## src/hdl/lvl_pkg.sv

```systemverilog
package lvl_pkg;

    // block limits and scaling
    localparam int MAX_CHANNELS    = 8;
    localparam int MAX_BLOCK       = 4096;
    localparam int FULL_SCALE      = 32767;
    localparam int LEVEL_FRAC_BITS = 8;
    localparam int LVL_LIMIT       = 100 << LEVEL_FRAC_BITS;

    // rounding terms for the two scaling divisions
    localparam int PK_HALF  = FULL_SCALE / 2;
    localparam int RMS_DEN  = FULL_SCALE << 8;
    localparam int RMS_HALF = RMS_DEN / 2;

    // serial multiplier and divider sizes
    localparam int MUL_A_W = 24;
    localparam int MUL_B_W = 17;
    localparam int MUL_P_W = MUL_A_W + MUL_B_W;
    localparam int DIV_N_W = 62;
    localparam int DIV_D_W = 24;

    // register map
    localparam int APB_AW = 5;
    localparam logic [2:0] REG_NUM_CH  = 3'd0;
    localparam logic [2:0] REG_SEL_CH  = 3'd1;
    localparam logic [2:0] REG_BLOCK   = 3'd2;
    localparam logic [2:0] REG_SMOOTH  = 3'd3;
    localparam logic [2:0] REG_ATTACK  = 3'd4;
    localparam logic [2:0] REG_RELEASE = 3'd5;

endpackage

```

## src/hdl/lvl_mul.sv

```systemverilog
module lvl_mul import lvl_pkg::*; (
    input  logic               i_clk,
    input  logic               i_rst_n,
    input  logic               i_start,
    input  logic [MUL_A_W-1:0] i_a,
    input  logic [MUL_B_W-1:0] i_b,
    output logic               o_done,
    output logic [MUL_P_W-1:0] o_prod
);

    logic               r_busy;
    logic               r_done;
    logic [MUL_P_W-1:0] r_ma;
    logic [MUL_B_W-1:0] r_mb;
    logic [MUL_P_W-1:0] r_acc;

    // shift-add, one multiplier bit per cycle, stops when no bits remain
    always_ff @(posedge i_clk) begin
        if (!i_rst_n) begin
            r_busy <= 1'b0;
            r_done <= 1'b0;
        end else begin
            r_done <= 1'b0;
            if (i_start) begin
                r_busy <= 1'b1;
                r_ma   <= MUL_P_W'(i_a);
                r_mb   <= i_b;
                r_acc  <= '0;
            end else if (r_busy) begin
                if (r_mb == '0) begin
                    r_busy <= 1'b0;
                    r_done <= 1'b1;
                end else begin
                    if (r_mb[0]) r_acc <= r_acc + r_ma;
                    r_ma <= r_ma << 1;
                    r_mb <= r_mb >> 1;
                end
            end
        end
    end

    assign o_done = r_done;
    assign o_prod = r_acc;

endmodule

```

## src/hdl/lvl_div.sv

```systemverilog
module lvl_div import lvl_pkg::*; (
    input  logic               i_clk,
    input  logic               i_rst_n,
    input  logic               i_start,
    input  logic [DIV_N_W-1:0] i_num,
    input  logic [DIV_D_W-1:0] i_den,
    output logic               o_done,
    output logic [DIV_N_W-1:0] o_quo
);

    localparam int CNT_W = $clog2(DIV_N_W);

    logic               r_busy;
    logic               r_done;
    logic [DIV_N_W-1:0] r_q;
    logic [DIV_D_W-1:0] r_den;
    logic [DIV_D_W-1:0] r_rem;
    logic [CNT_W-1:0]   r_cnt;
    logic [DIV_D_W:0]   w_trial;
    logic               w_ge;

    // restoring division, one quotient bit per cycle
    assign w_trial = {r_rem, r_q[DIV_N_W-1]};
    assign w_ge    = w_trial >= {1'b0, r_den};

    always_ff @(posedge i_clk) begin
        if (!i_rst_n) begin
            r_busy <= 1'b0;
            r_done <= 1'b0;
        end else begin
            r_done <= 1'b0;
            if (i_start) begin
                r_busy <= 1'b1;
                r_q    <= i_num;
                r_den  <= i_den;
                r_rem  <= '0;
                r_cnt  <= CNT_W'(DIV_N_W - 1);
            end else if (r_busy) begin
                r_rem <= w_ge ? DIV_D_W'(w_trial - {1'b0, r_den}) : w_trial[DIV_D_W-1:0];
                r_q   <= {r_q[DIV_N_W-2:0], w_ge};
                r_cnt <= r_cnt - 1'b1;
                if (r_cnt == '0) begin
                    r_busy <= 1'b0;
                    r_done <= 1'b1;
                end
            end
        end
    end

    assign o_done = r_done;
    assign o_quo  = r_q;

endmodule

```

## src/hdl/block_peak_rms_level_meter_top.sv

```systemverilog
// channel   dir   signals                                         beat when
// input     in    i_in_valid/o_in_ready, i_sample, i_channel_index valid & ready
// output    out   o_out_valid/i_out_ready, o_peak_level, o_rms_level valid & ready
// config    in    psel/penable/pwrite/paddr/pwdata/prdata/pready  psel & penable & pwrite
//
// a discarded sample is taken without leaving idle; a kept sample holds input off
// while the bit-serial multiplier squares its magnitude
// the end of a block adds three divisions, a 24-step square root and two to six
// serial multiplies
// synchronous active-low reset clears control, accumulators and held levels
// a finished result waits in the output register while the next sample is taken
module block_peak_rms_level_meter_top import lvl_pkg::*; (
    input  logic              i_clk,
    input  logic              i_rst_n,
    input  logic              i_in_valid,
    output logic              o_in_ready,
    input  logic signed [15:0] i_sample,
    input  logic [2:0]        i_channel_index,
    output logic              o_out_valid,
    input  logic              i_out_ready,
    output logic [14:0]       o_peak_level,
    output logic [14:0]       o_rms_level,
    input  logic              psel,
    input  logic              penable,
    input  logic              pwrite,
    input  logic [APB_AW-1:0] paddr,
    input  logic [31:0]       pwdata,
    output logic [31:0]       prdata,
    output logic              pready
);

    // sequencer states
    localparam logic [3:0] S_IDLE    = 4'd0;
    localparam logic [3:0] S_SQ      = 4'd1;
    localparam logic [3:0] S_PMUL    = 4'd2;
    localparam logic [3:0] S_DIV_PK  = 4'd3;
    localparam logic [3:0] S_DIV_M   = 4'd4;
    localparam logic [3:0] S_SQRT    = 4'd5;
    localparam logic [3:0] S_RMUL    = 4'd6;
    localparam logic [3:0] S_DIV_RMS = 4'd7;
    localparam logic [3:0] S_SM1     = 4'd8;
    localparam logic [3:0] S_SM2     = 4'd9;
    localparam logic [3:0] S_SM3     = 4'd10;
    localparam logic [3:0] S_OUT     = 4'd11;

    function automatic logic [16:0] coeff_sat(input logic [16:0] c);
        return (c > 17'h10000) ? 17'h10000 : c;
    endfunction

    function automatic logic [14:0] lvl_clamp(input logic [16:0] v);
        return (v > 17'(LVL_LIMIT)) ? 15'(LVL_LIMIT) : v[14:0];
    endfunction

    // configuration registers
    logic [3:0]  r_num_ch;
    logic [3:0]  r_sel_ch;
    logic [12:0] r_blk;
    logic        r_smooth;
    logic [16:0] r_attack;
    logic [16:0] r_release;

    // control and accumulators
    logic [3:0]  r_state;
    logic [15:0] r_peak;
    logic [45:0] r_sum;
    logic [15:0] r_count;
    logic        r_end;
    logic [14:0] r_pk_held;
    logic [14:0] r_rms_held;
    logic [14:0] r_raw_pk;
    logic [14:0] r_raw_rms;
    logic        r_which;
    logic [16:0] r_c;
    logic [31:0] r_tmp;

    // square root datapath
    logic [47:0] r_rad;
    logic [23:0] r_root;
    logic [25:0] r_srem;
    logic [4:0]  r_scnt;

    // output register
    logic        r_out_valid;
    logic [14:0] r_peak_out;
    logic [14:0] r_rms_out;

    // shared serial units
    logic               r_mul_start;
    logic [MUL_A_W-1:0] r_mul_a;
    logic [MUL_B_W-1:0] r_mul_b;
    logic               w_mul_done;
    logic [MUL_P_W-1:0] w_mul_prod;
    logic               r_div_start;
    logic [DIV_N_W-1:0] r_div_num;
    logic [DIV_D_W-1:0] r_div_den;
    logic               w_div_done;
    logic [DIV_N_W-1:0] w_div_quo;

    lvl_mul u_mul (
        .i_clk   (i_clk),
        .i_rst_n (i_rst_n),
        .i_start (r_mul_start),
        .i_a     (r_mul_a),
        .i_b     (r_mul_b),
        .o_done  (w_mul_done),
        .o_prod  (w_mul_prod)
    );

    lvl_div u_div (
        .i_clk   (i_clk),
        .i_rst_n (i_rst_n),
        .i_start (r_div_start),
        .i_num   (r_div_num),
        .i_den   (r_div_den),
        .o_done  (w_div_done),
        .o_quo   (w_div_quo)
    );

    // effective channel count and block length after limits
    logic [3:0]  w_nch;
    logic [12:0] w_blk;
    logic [16:0] w_target;
    logic        w_keep;
    logic [15:0] w_samp_u;
    logic [15:0] w_mag;
    logic [16:0] w_count_inc;
    logic        w_cfg_wr;

    assign w_nch = (r_num_ch == '0) ? 4'd1 :
                   (r_num_ch > 4'(MAX_CHANNELS)) ? 4'(MAX_CHANNELS) : r_num_ch;
    assign w_blk = (r_blk == '0) ? 13'd1 :
                   (r_blk > 13'(MAX_BLOCK)) ? 13'(MAX_BLOCK) : r_blk;
    // all channels: target spans every channel of the frame
    assign w_target = (r_sel_ch == '0) ? 17'(w_blk) * 17'(w_nch) : 17'(w_blk);
    // a selection beyond the channel count keeps every sample
    assign w_keep = (r_sel_ch == '0) || (r_sel_ch > w_nch) ||
                    ({1'b0, i_channel_index} == (r_sel_ch - 4'd1));
    assign w_samp_u    = i_sample;
    assign w_mag       = w_samp_u[15] ? (~w_samp_u + 16'd1) : w_samp_u;
    assign w_count_inc = {1'b0, r_count} + 17'd1;

    // smoothing terms for the level picked by r_which
    logic [14:0] w_raw;
    logic [14:0] w_held;
    logic [16:0] w_c;
    logic        w_sm_on;
    logic [32:0] w_sm_sum;

    assign w_raw    = r_which ? r_raw_rms : r_raw_pk;
    assign w_held   = r_which ? r_rms_held : r_pk_held;
    assign w_c      = (w_raw > w_held) ? coeff_sat(r_attack) : coeff_sat(r_release);
    assign w_sm_on  = r_smooth && (r_attack != '0) && (r_release != '0);
    assign w_sm_sum = {1'b0, r_tmp} + 33'(w_mul_prod) + 33'd32768;

    // digit-by-digit square root, two radicand bits per step
    logic [25:0] w_sq_t;
    logic [25:0] w_sq_trial;
    logic        w_sq_ge;
    logic [23:0] w_root_nx;

    assign w_sq_t     = {r_srem[23:0], r_rad[47:46]};
    assign w_sq_trial = {r_root, 2'b01};
    assign w_sq_ge    = w_sq_t >= w_sq_trial;
    assign w_root_nx  = {r_root[22:0], w_sq_ge};

    assign w_cfg_wr = psel && penable && pwrite;

    always_ff @(posedge i_clk) begin
        if (!i_rst_n) begin
            r_num_ch    <= 4'd2;
            r_sel_ch    <= '0;
            r_blk       <= 13'd1024;
            r_smooth    <= 1'b0;
            r_attack    <= '0;
            r_release   <= '0;
            r_state     <= S_IDLE;
            r_peak      <= '0;
            r_sum       <= '0;
            r_count     <= '0;
            r_end       <= 1'b0;
            r_pk_held   <= '0;
            r_rms_held  <= '0;
            r_which     <= 1'b0;
            r_out_valid <= 1'b0;
            r_mul_start <= 1'b0;
            r_div_start <= 1'b0;
        end else begin
            r_mul_start <= 1'b0;
            r_div_start <= 1'b0;
            if (r_out_valid && i_out_ready) r_out_valid <= 1'b0;

            if (w_cfg_wr) begin
                case (paddr[4:2])
                    REG_NUM_CH:  r_num_ch  <= pwdata[3:0];
                    REG_SEL_CH:  r_sel_ch  <= pwdata[3:0];
                    REG_BLOCK:   r_blk     <= pwdata[12:0];
                    REG_SMOOTH:  r_smooth  <= pwdata[0];
                    REG_ATTACK:  r_attack  <= pwdata[16:0];
                    REG_RELEASE: r_release <= pwdata[16:0];
                    default: ;
                endcase
            end

            case (r_state)
                S_IDLE: begin
                    if (i_in_valid && w_keep) begin
                        if (w_mag > r_peak) r_peak <= w_mag;
                        r_count     <= w_count_inc[15:0];
                        r_end       <= w_count_inc >= w_target;
                        r_mul_a     <= MUL_A_W'(w_mag);
                        r_mul_b     <= MUL_B_W'(w_mag);
                        r_mul_start <= 1'b1;
                        r_state     <= S_SQ;
                    end
                end
                S_SQ: begin
                    if (w_mul_done) begin
                        r_sum <= r_sum + 46'(w_mul_prod);
                        if (r_end) begin
                            r_mul_a     <= MUL_A_W'(LVL_LIMIT);
                            r_mul_b     <= MUL_B_W'(r_peak);
                            r_mul_start <= 1'b1;
                            r_state     <= S_PMUL;
                        end else begin
                            r_state <= S_IDLE;
                        end
                    end
                end
                S_PMUL: begin
                    if (w_mul_done) begin
                        r_div_num   <= DIV_N_W'(w_mul_prod) + DIV_N_W'(PK_HALF);
                        r_div_den   <= DIV_D_W'(FULL_SCALE);
                        r_div_start <= 1'b1;
                        r_state     <= S_DIV_PK;
                    end
                end
                S_DIV_PK: begin
                    if (w_div_done) begin
                        r_raw_pk    <= w_div_quo[14:0];
                        // mean square in Q16
                        r_div_num   <= {r_sum, 16'd0};
                        r_div_den   <= DIV_D_W'(r_count);
                        r_div_start <= 1'b1;
                        r_state     <= S_DIV_M;
                    end
                end
                S_DIV_M: begin
                    if (w_div_done) begin
                        r_rad   <= w_div_quo[47:0];
                        r_root  <= '0;
                        r_srem  <= '0;
                        r_scnt  <= 5'd23;
                        r_state <= S_SQRT;
                    end
                end
                S_SQRT: begin
                    r_srem <= w_sq_ge ? (w_sq_t - w_sq_trial) : w_sq_t;
                    r_root <= w_root_nx;
                    r_rad  <= r_rad << 2;
                    r_scnt <= r_scnt - 5'd1;
                    if (r_scnt == '0) begin
                        r_mul_a     <= w_root_nx;
                        r_mul_b     <= MUL_B_W'(LVL_LIMIT);
                        r_mul_start <= 1'b1;
                        r_state     <= S_RMUL;
                    end
                end
                S_RMUL: begin
                    if (w_mul_done) begin
                        r_div_num   <= DIV_N_W'(w_mul_prod) + DIV_N_W'(RMS_HALF);
                        r_div_den   <= DIV_D_W'(RMS_DEN);
                        r_div_start <= 1'b1;
                        r_state     <= S_DIV_RMS;
                    end
                end
                S_DIV_RMS: begin
                    if (w_div_done) begin
                        r_raw_rms <= w_div_quo[14:0];
                        r_which   <= 1'b0;
                        r_state   <= S_SM1;
                    end
                end
                S_SM1: begin
                    if (w_sm_on) begin
                        r_c         <= 17'h10000 - w_c;
                        r_mul_a     <= MUL_A_W'(w_raw);
                        r_mul_b     <= w_c;
                        r_mul_start <= 1'b1;
                        r_state     <= S_SM2;
                    end else begin
                        // no smoothing: the raw level goes straight through the clamp
                        if (r_which) r_rms_held <= lvl_clamp({2'b00, w_raw});
                        else         r_pk_held  <= lvl_clamp({2'b00, w_raw});
                        r_which <= 1'b1;
                        r_state <= r_which ? S_OUT : S_SM1;
                    end
                end
                S_SM2: begin
                    if (w_mul_done) begin
                        r_tmp       <= w_mul_prod[31:0];
                        r_mul_a     <= MUL_A_W'(w_held);
                        r_mul_b     <= r_c;
                        r_mul_start <= 1'b1;
                        r_state     <= S_SM3;
                    end
                end
                S_SM3: begin
                    if (w_mul_done) begin
                        if (r_which) r_rms_held <= lvl_clamp(w_sm_sum[32:16]);
                        else         r_pk_held  <= lvl_clamp(w_sm_sum[32:16]);
                        r_which <= 1'b1;
                        r_state <= r_which ? S_OUT : S_SM1;
                    end
                end
                S_OUT: begin
                    if (!r_out_valid || i_out_ready) begin
                        r_out_valid <= 1'b1;
                        r_peak_out  <= r_pk_held;
                        r_rms_out   <= r_rms_held;
                        r_peak      <= '0;
                        r_sum       <= '0;
                        r_count     <= '0;
                        r_state     <= S_IDLE;
                    end
                end
                default: r_state <= S_IDLE;
            endcase
        end
    end

    // register readback
    always_comb begin
        case (paddr[4:2])
            REG_NUM_CH:  prdata = {28'd0, r_num_ch};
            REG_SEL_CH:  prdata = {28'd0, r_sel_ch};
            REG_BLOCK:   prdata = {19'd0, r_blk};
            REG_SMOOTH:  prdata = {31'd0, r_smooth};
            REG_ATTACK:  prdata = {15'd0, r_attack};
            REG_RELEASE: prdata = {15'd0, r_release};
            default:     prdata = '0;
        endcase
    end

    assign pready       = 1'b1;
    assign o_in_ready   = (r_state == S_IDLE);
    assign o_out_valid  = r_out_valid;
    assign o_peak_level = r_peak_out;
    assign o_rms_level  = r_rms_out;

endmodule

```

## config.mk

```make
export PLATFORM = sky130hd
export DESIGN_NAME = block_peak_rms_level_meter_top
export DESIGN_NICKNAME = d
export VERILOG_FILES = /design/src/hdl/lvl_pkg.sv /design/src/hdl/lvl_mul.sv /design/src/hdl/lvl_div.sv /design/src/hdl/block_peak_rms_level_meter_top.sv
export SDC_FILE = /design/constraint.sdc
export NUM_CORES = 2
export LEC_CHECK = 0
export BUFFER_PORTS_ARGS = -buffer_cell sky130_fd_sc_hd__buf_4
export CAP_MARGIN = 20
export CORE_ASPECT_RATIO = 0.5
export CORE_MARGIN = 10
export CORE_UTILIZATION = 30
export DETAILED_ROUTE_END_ITERATION = 6
export PLACE_DENSITY_LB_ADDON = 0.05
export SLEW_MARGIN = 20
export SYNTH_ARGS = -nofsm -noshare
export SYNTH_HDL_FRONTEND = slang
export SYNTH_HIERARCHICAL = 1
export SYNTH_SLANG_ARGS = --single-unit
```

## constraint.sdc

```tcl
create_clock -name i_clk -period 37.1 [get_ports i_clk]
set_clock_uncertainty 0.2 [all_clocks]
set_input_delay 1.855 -clock i_clk [delete_from_list [all_inputs] [get_ports i_clk]]
set_output_delay 1.855 -clock i_clk [all_outputs]
set_load 0.005 [all_outputs]
```

=== Word-level counts from Yosys, hierarchy flattened ===
Cells that the tools add are included.

* Flip-flop bits (word level): 729
* Word-level logic and storage cells: 287
* Input port bits: 63
* Output and inout bits: 65

* Reduce and logical (&&, ||, !) cells: 59
* Equal/unequal tests: 37
* Multiplexer cells: 117
* Order comparisons: 12
* Multipliers: 1
* Add/sub/neg operators: 14
* Bitwise operators: 4

{| class="wikitable"
|+ Operators by type and width
! operator !! number
|-
| 2-to-1 mux 24 bit || 15
|-
| 2-to-1 mux 62 bit || 5
|-
| 2-to-1 mux 17 bit || 13
|-
| 2-to-1 mux 41 bit || 5
|-
| one-hot mux 62 bit (3 select lines) || 1
|-
| 2-to-1 mux 15 bit || 12
|-
| one-hot mux 24 bit (5 select lines) || 1
|-
| one-hot mux 17 bit (6 select lines) || 1
|-
| one-hot mux 24 bit (2 select lines) || 2
|-
| one-hot mux 48 bit (2 select lines) || 1
|-
| 2-to-1 mux 46 bit || 2
|-
| one-hot mux 46 bit (2 select lines) || 1
|-
| one-hot mux 17 bit (5 select lines) || 1
|-
| 2-to-1 mux 16 bit || 5
|-
| one-hot mux 24 bit (3 select lines) || 1
|-
| one-hot mux 16 bit (2 select lines) || 2
|-
| one-hot mux 15 bit (2 select lines) || 2
|-
| 2-to-1 mux 4 bit || 13
|-
| 2-to-1 mux 48 bit || 1
|-
| one-hot mux 4 bit (12 select lines) || 1
|-
| subtractor 24 bit || 2
|-
| adder 46 x 41 -> 46 bit || 1
|-
| adder 41 x 14 -> 42 bit (second input constant) || 1
|-
| adder 41 x 22 -> 42 bit (second input constant) || 1
|-
| other kinds (63) || 154
|}

=== Longest topological paths before layout ===
* Depth after elaboration: 9
* Gate-level depth with buffers: 27
* Gate-level depth less buffers: 27

=== Cells and area by module ===
Netlist, hierarchy kept.

{| class="wikitable"
|+ By module, submodules not included
! module !! sequential area each (um^2) !! times used !! cells each !! area each (um^2)
|-
| block_peak_rms_level_meter_top || 13372.8 || 1 || 3222 || 30381.6
|-
| lvl_div || 3523.4 || 1 || 513 || 6304.8
|-
| lvl_mul || 3012.9 || 1 || 545 || 6075.8
|}

=== Least setup slack after synthesis ===
OpenSTA, ideal clock, no wires.

* Path type: input-to-reg
* From: input port i_rst_n
* To: register r_rad[0] (enable)
* Setup slack: 23.709 ns
* Data arrival time: 12.383 ns
* Stages: 5
* Path buffers: 3
* Setup time: 0.809 ns
* Data required time: 36.091 ns
* Cell sequence: clkbuf_1 clkinv_1 clkbuf_1 clkbuf_1 nor4_1

* Cells in the longest elaborated chain, start to end: 1

{| class="wikitable"
|+ RTL lines
! element !! RTL line !! text
|-
| start: declaration || block_peak_rms_level_meter_top.sv:14 || <nowiki>input logic i_rst_n,</nowiki>
|-
| AND reduction 3 bit (no line) || - ||
|-
| end signal: assignment || block_peak_rms_level_meter_top.sv:249 || <nowiki>r_rad <= w_div_quo[47:0];</nowiki>
|-
| end signal: assignment || block_peak_rms_level_meter_top.sv:259 || <nowiki>r_rad <= r_rad << 2;</nowiki>
|-
| end: declaration || block_peak_rms_level_meter_top.sv:77 || <nowiki>logic [47:0] r_rad;</nowiki>
|}

Every way passes these cells.
A chain may end at the register's enable or synchronous reset.

=== Worst setup path after layout ===
* From: register r_num_ch[3]
* To: register r_end

* Cells in the longest elaborated chain, start to end: 8
* Elaborated cells between the ends (all ways): 12
* Classes of those cells: 1 x mul; 3 x order compare; 3 x mux; 5 x reduce/logical

{| class="wikitable"
|+ RTL lines
! element !! RTL line !! text
|-
| start: declaration || block_peak_rms_level_meter_top.sv:55 || <nowiki>logic [3:0] r_num_ch;</nowiki>
|-
| start signal: assignment || block_peak_rms_level_meter_top.sv:194 || <nowiki>REG_NUM_CH: r_num_ch <= pwdata[3:0];</nowiki>
|-
| > comparator 4 bit || block_peak_rms_level_meter_top.sv:130 || <nowiki>(r_num_ch > 4'(MAX_CHANNELS)) ? 4'(MAX_CHANNELS) : r_num_ch;</nowiki>
|-
| 2-to-1 mux 4 bit || block_peak_rms_level_meter_top.sv:130 ||
|-
| 2-to-1 mux 4 bit (*) || block_peak_rms_level_meter_top.sv:129 || <nowiki>assign w_nch = (r_num_ch == '0) ? 4'd1 :</nowiki>
|-
| branches (longest 5 deep; another with multiplier 13 x 4 -> 17 bit) || - ||
|-
| end signal: assignment || block_peak_rms_level_meter_top.sv:209 || <nowiki>r_end <= w_count_inc >= w_target;</nowiki>
|-
| end: declaration || block_peak_rms_level_meter_top.sv:67 || <nowiki>logic r_end;</nowiki>
|}

Mark *: on every way between the ends.

==> impl.org <==
** Outcome
- Run status :: completed

** STA
- Final Cycle Share :: 0.171
- The final number of max-transition violations came to 0.
- Unrepaired setup endpoints after global routing :: false
- Least-Margin Pin Slew :: 1.24 ns
- Final number of setup-violating endpoints :: 0
- Slew HR :: 0.169
- The number of failing hold endpoints at the final stage is 0.
- Timing would allow up to ~160 MHz.
- After layout, the minimum clock period comes to 6.33 ns.
- Final-layout setup total negative slack :: 0 ns
- The tightest hold path in the finished design has a slack of about 0.21 ns.

** Drt
- The pre-antenna-repair detailed-routing pass consisted of 5 iterations.
- The first routing iteration left ~2500 violations.
- The routed layout has 32660 vias.
- Sum of routed wire length over all layers :: approximately 140 mm
- DRT antenna net count :: 0
- In the routed layout, each cell is associated on average with a via count of a little over 5.
- In the final routed layout, each cell accounts on average for approximately 22 um.
- Remaining DRCs :: 0

** Logic synthesis
- For this run, the number of Yosys warnings is 6.
- Among all flip-flop cells after synthesis, the most frequent one is edfxtp_1.
- The share of synthesized area in the top cell type comes to 0.383.
- Summing every instance area after synthesis gives between 40000 and 50000 sq um.
- Post-synth EDFFs :: roughly 550
- Cell with the most instances after synthesis :: edfxtp_1
- Number of distinct standard cells referenced by the synthesized netlist :: 115
- In this run, synthesis produced a sequential element count of just over 700.
- Share of flip-flops with an asynchronous set or reset :: 0
- In the synthesized netlist, the cells that appear most often are edfxtp_1, nand2_1, nor2_1.
- Part of the Yosys area used for sequential elements :: 0.466
- Cell types occupying the most area after synthesis :: edfxtp_1, dfxtp_1, ha_1
- edfxtp_1 takes more of the synthesized area than any other cell.
- Average instance area after synthesis :: ~10 sq um
- Synthesis produced 4280 cells.

** Floorplanning
- Initial core utilization :: 0.304
- Core area :: 141000 sq um
- The die covers between 150000 and 200000 sq um.
- Die Ht :: between 200 and 300 um
- The floorplan has 97 rows.
- Die W :: ~550 um
- IO Pins :: 128

** Final layout
- For this run, the post-layout net count is 4705.
- Ratio of cells with drive above 1 in the final layout :: 0.112
- The area growth from synthesis to layout is 12.8%.

** CTS
- Setup Buffers After CTS :: 0
- Once the clock tree was built, the resizer swapped 0 gates to a different size.
- The clock tree synthesis step divided the H-tree into 3 levels.
- Total number of clock tree sinks :: a little over 700
- Clock latency on the worst-skew pair, taken at its later pin, is 0.73 ns.
- After clock tree synthesis, the clock-pin slew on the worst setup and hold paths is approximately 0.070 ns.
- Master cell of the clock root buffer :: clkbuf_16
- After clock tree synthesis, the flow added hold-fix buffers numbering 0.
- TritonCTS clock tree :: yes
- Buffer levels on the longest clock path :: 3
- TritonCTS created between 70 and 80 clock buffers.

** Global route
- The initial antenna violation count was 0.
- Tot GR Track Use :: 0.169
- Entering global routing, the biggest net connects 66 pins.
- Sum of overflow across all layers after global routing :: 0
- Via count of the first global-routing pass :: 31979
- The first global-routing pass estimated 208 mm of wire.

** Place
- Summed over all nets, the half-perimeter wirelength after detailed placement is just over 100 mm.
- Number of port buffers :: 94
- Routability-driven placement finished with a final weighted congestion of roughly 0.83.

** Worst hold path
- Path category of the worst min-delay check :: flip-flop to flip-flop

** Critical path
- Crit start category :: flip-flop
- Critical path required time :: approximately 38 ns
- Worst Path Max Fanout :: 15
- The worst setup path is of the flip-flop to flip-flop kind.
- Sort of element at the end of the critical path :: flip-flop
- Data arrival time of the worst path :: 6.76 ns

** Power
- Static Leak :: around 18 nW
- Peak supply drop :: roughly 0.035 mV
- Power density relative to cell area :: ~43 nW/um^2

** Job
- Max-cap violations in this run came to 0.
-- through the flow --
step                      utilization  setup slack, ns  total power, mW  cells  cell area [sq um]
after CTS                       0.342            30.73             2.10   6288              48200
after global placement          0.324            30.54             1.28   6142              45600
final                           0.343            30.77             2.07   6290              48200
after floorplan                     -            23.71             1.16   4295              42800
after global routing            0.342            30.29             2.17   6288              48200
after detailed placement        0.324            30.53             1.28   6143              45600
-- area by class of cell --
class | count | area [sq um]
Antenna cell | 2 | 5.00
Timing Repair Buffer | 159 | 1200
Tap cell | 1881 | 2350
Fill cell | 14295 | 92600
Inverter | 189 | 712
Sequential cell | 722 | 19900
Clock buffer | 104 | 2100
Clock inverter | 41 | 497
Multi-Input combinational cell | 3192 | 21400
-- state kept, by name, summed over array words and instances, names as in the netlist, 24 cells and up --
name          flops
r_div_num        62
r_mul_a          24
r_rad            48
r_root           24
r_srem           24
r_sum            46
r_tmp            32
u_div/o_quo      62
u_div/r_den      24
u_div/r_rem      24
u_mul/o_prod     41
u_mul/r_ma       41
-- cell usage in the layout, fill, tap and decap left out, drive strengths merged, types with 126 or more instances in the layout --
| master | Yosys | final |
|---|---|---|
| edfxtp | 545 | 545 |
| nand2 | 538 | 538 |
| nor2 | 370 | 370 |
| a21oi | 326 | 326 |
| ha | 275 | 275 |
| o21ai | 195 | 195 |
| inv | 186 | 191 |
| dfxtp | 177 | 177 |
| buf | 45 | 158 |
| mux2 | 126 | 126 |
-- path summary, 6_finish.rpt --
path / start / end / depth (start not counted) / slack (ns)
max reg2reg: r_num_ch[3]$_SDFFE_PN0P_ / r_end$_SDFFE_PN0P_ / 25 / 30.77
max: r_num_ch[3]$_SDFFE_PN0P_ / r_end$_SDFFE_PN0P_ / 25 / 30.77
min: r_div_den[0]$_DFFE_PP_ / u_div/r_den[0]$_DFFE_PP_ / 0 / 0.21
min reg2reg: r_div_den[0]$_DFFE_PP_ / u_div/r_den[0]$_DFFE_PP_ / 0 / 0.21
-- cell families after synthesis --
group                    share of synthesized area
flip-flops                                   0.466
adder cells (fa/ha/maj)                     0.0922
AO/OA/AOI/OAI                                0.156
buffers and inverters                       0.0366
AND/OR/NAND/NOR                              0.163
other                                     0.000176
XOR/XNOR                                    0.0365
multiplexers                                0.0503
-- critical path: stages (launching register included) --
cell      delay (ns)
dfxtp_1         0.68
inv_1           0.28
nand2_1         0.47
nor2_1          0.12
fa_1            0.51
inv_1           0.05
fa_1            0.52
inv_1           0.04
ha_1            0.32
nor2b_1         0.14
o21ai_0         0.22
a21boi_0        0.16
o21ai_0         0.26
a21boi_0        0.15
o21ai_0         0.24
a21oi_1         0.14
o21ba_2         0.25
a31oi_1         0.19
xnor2_1         0.14
nand2_1         0.08
ha_1            0.30
nand4_1         0.13
nand2b_1        0.17
o41ai_1         0.24
nor4_1          0.08
nor2_1          0.11
-- routing by layer --
| layer | vias to the layer above | global-route usage | part of all wire |
|---|---|---|---|
| li1 | 15800 | - | - |
| met5 | - | 0 | 0 |
| met1 | 16078 | 0.249 | 0.51 |
| met2 | 637 | 0.260 | 0.43 |
| met3 | 145 | 0.0279 | 0.045 |
| met4 | 0 | 0.0317 | 0.016 |
-- power by group --
part / switching (mW) / internal, mW
Combinational: 0.205 / 0.119
Clock: 0.368 / 0.443
Sequential: 0.0331 / 0.906
Power figures use the tool's default switching activity.
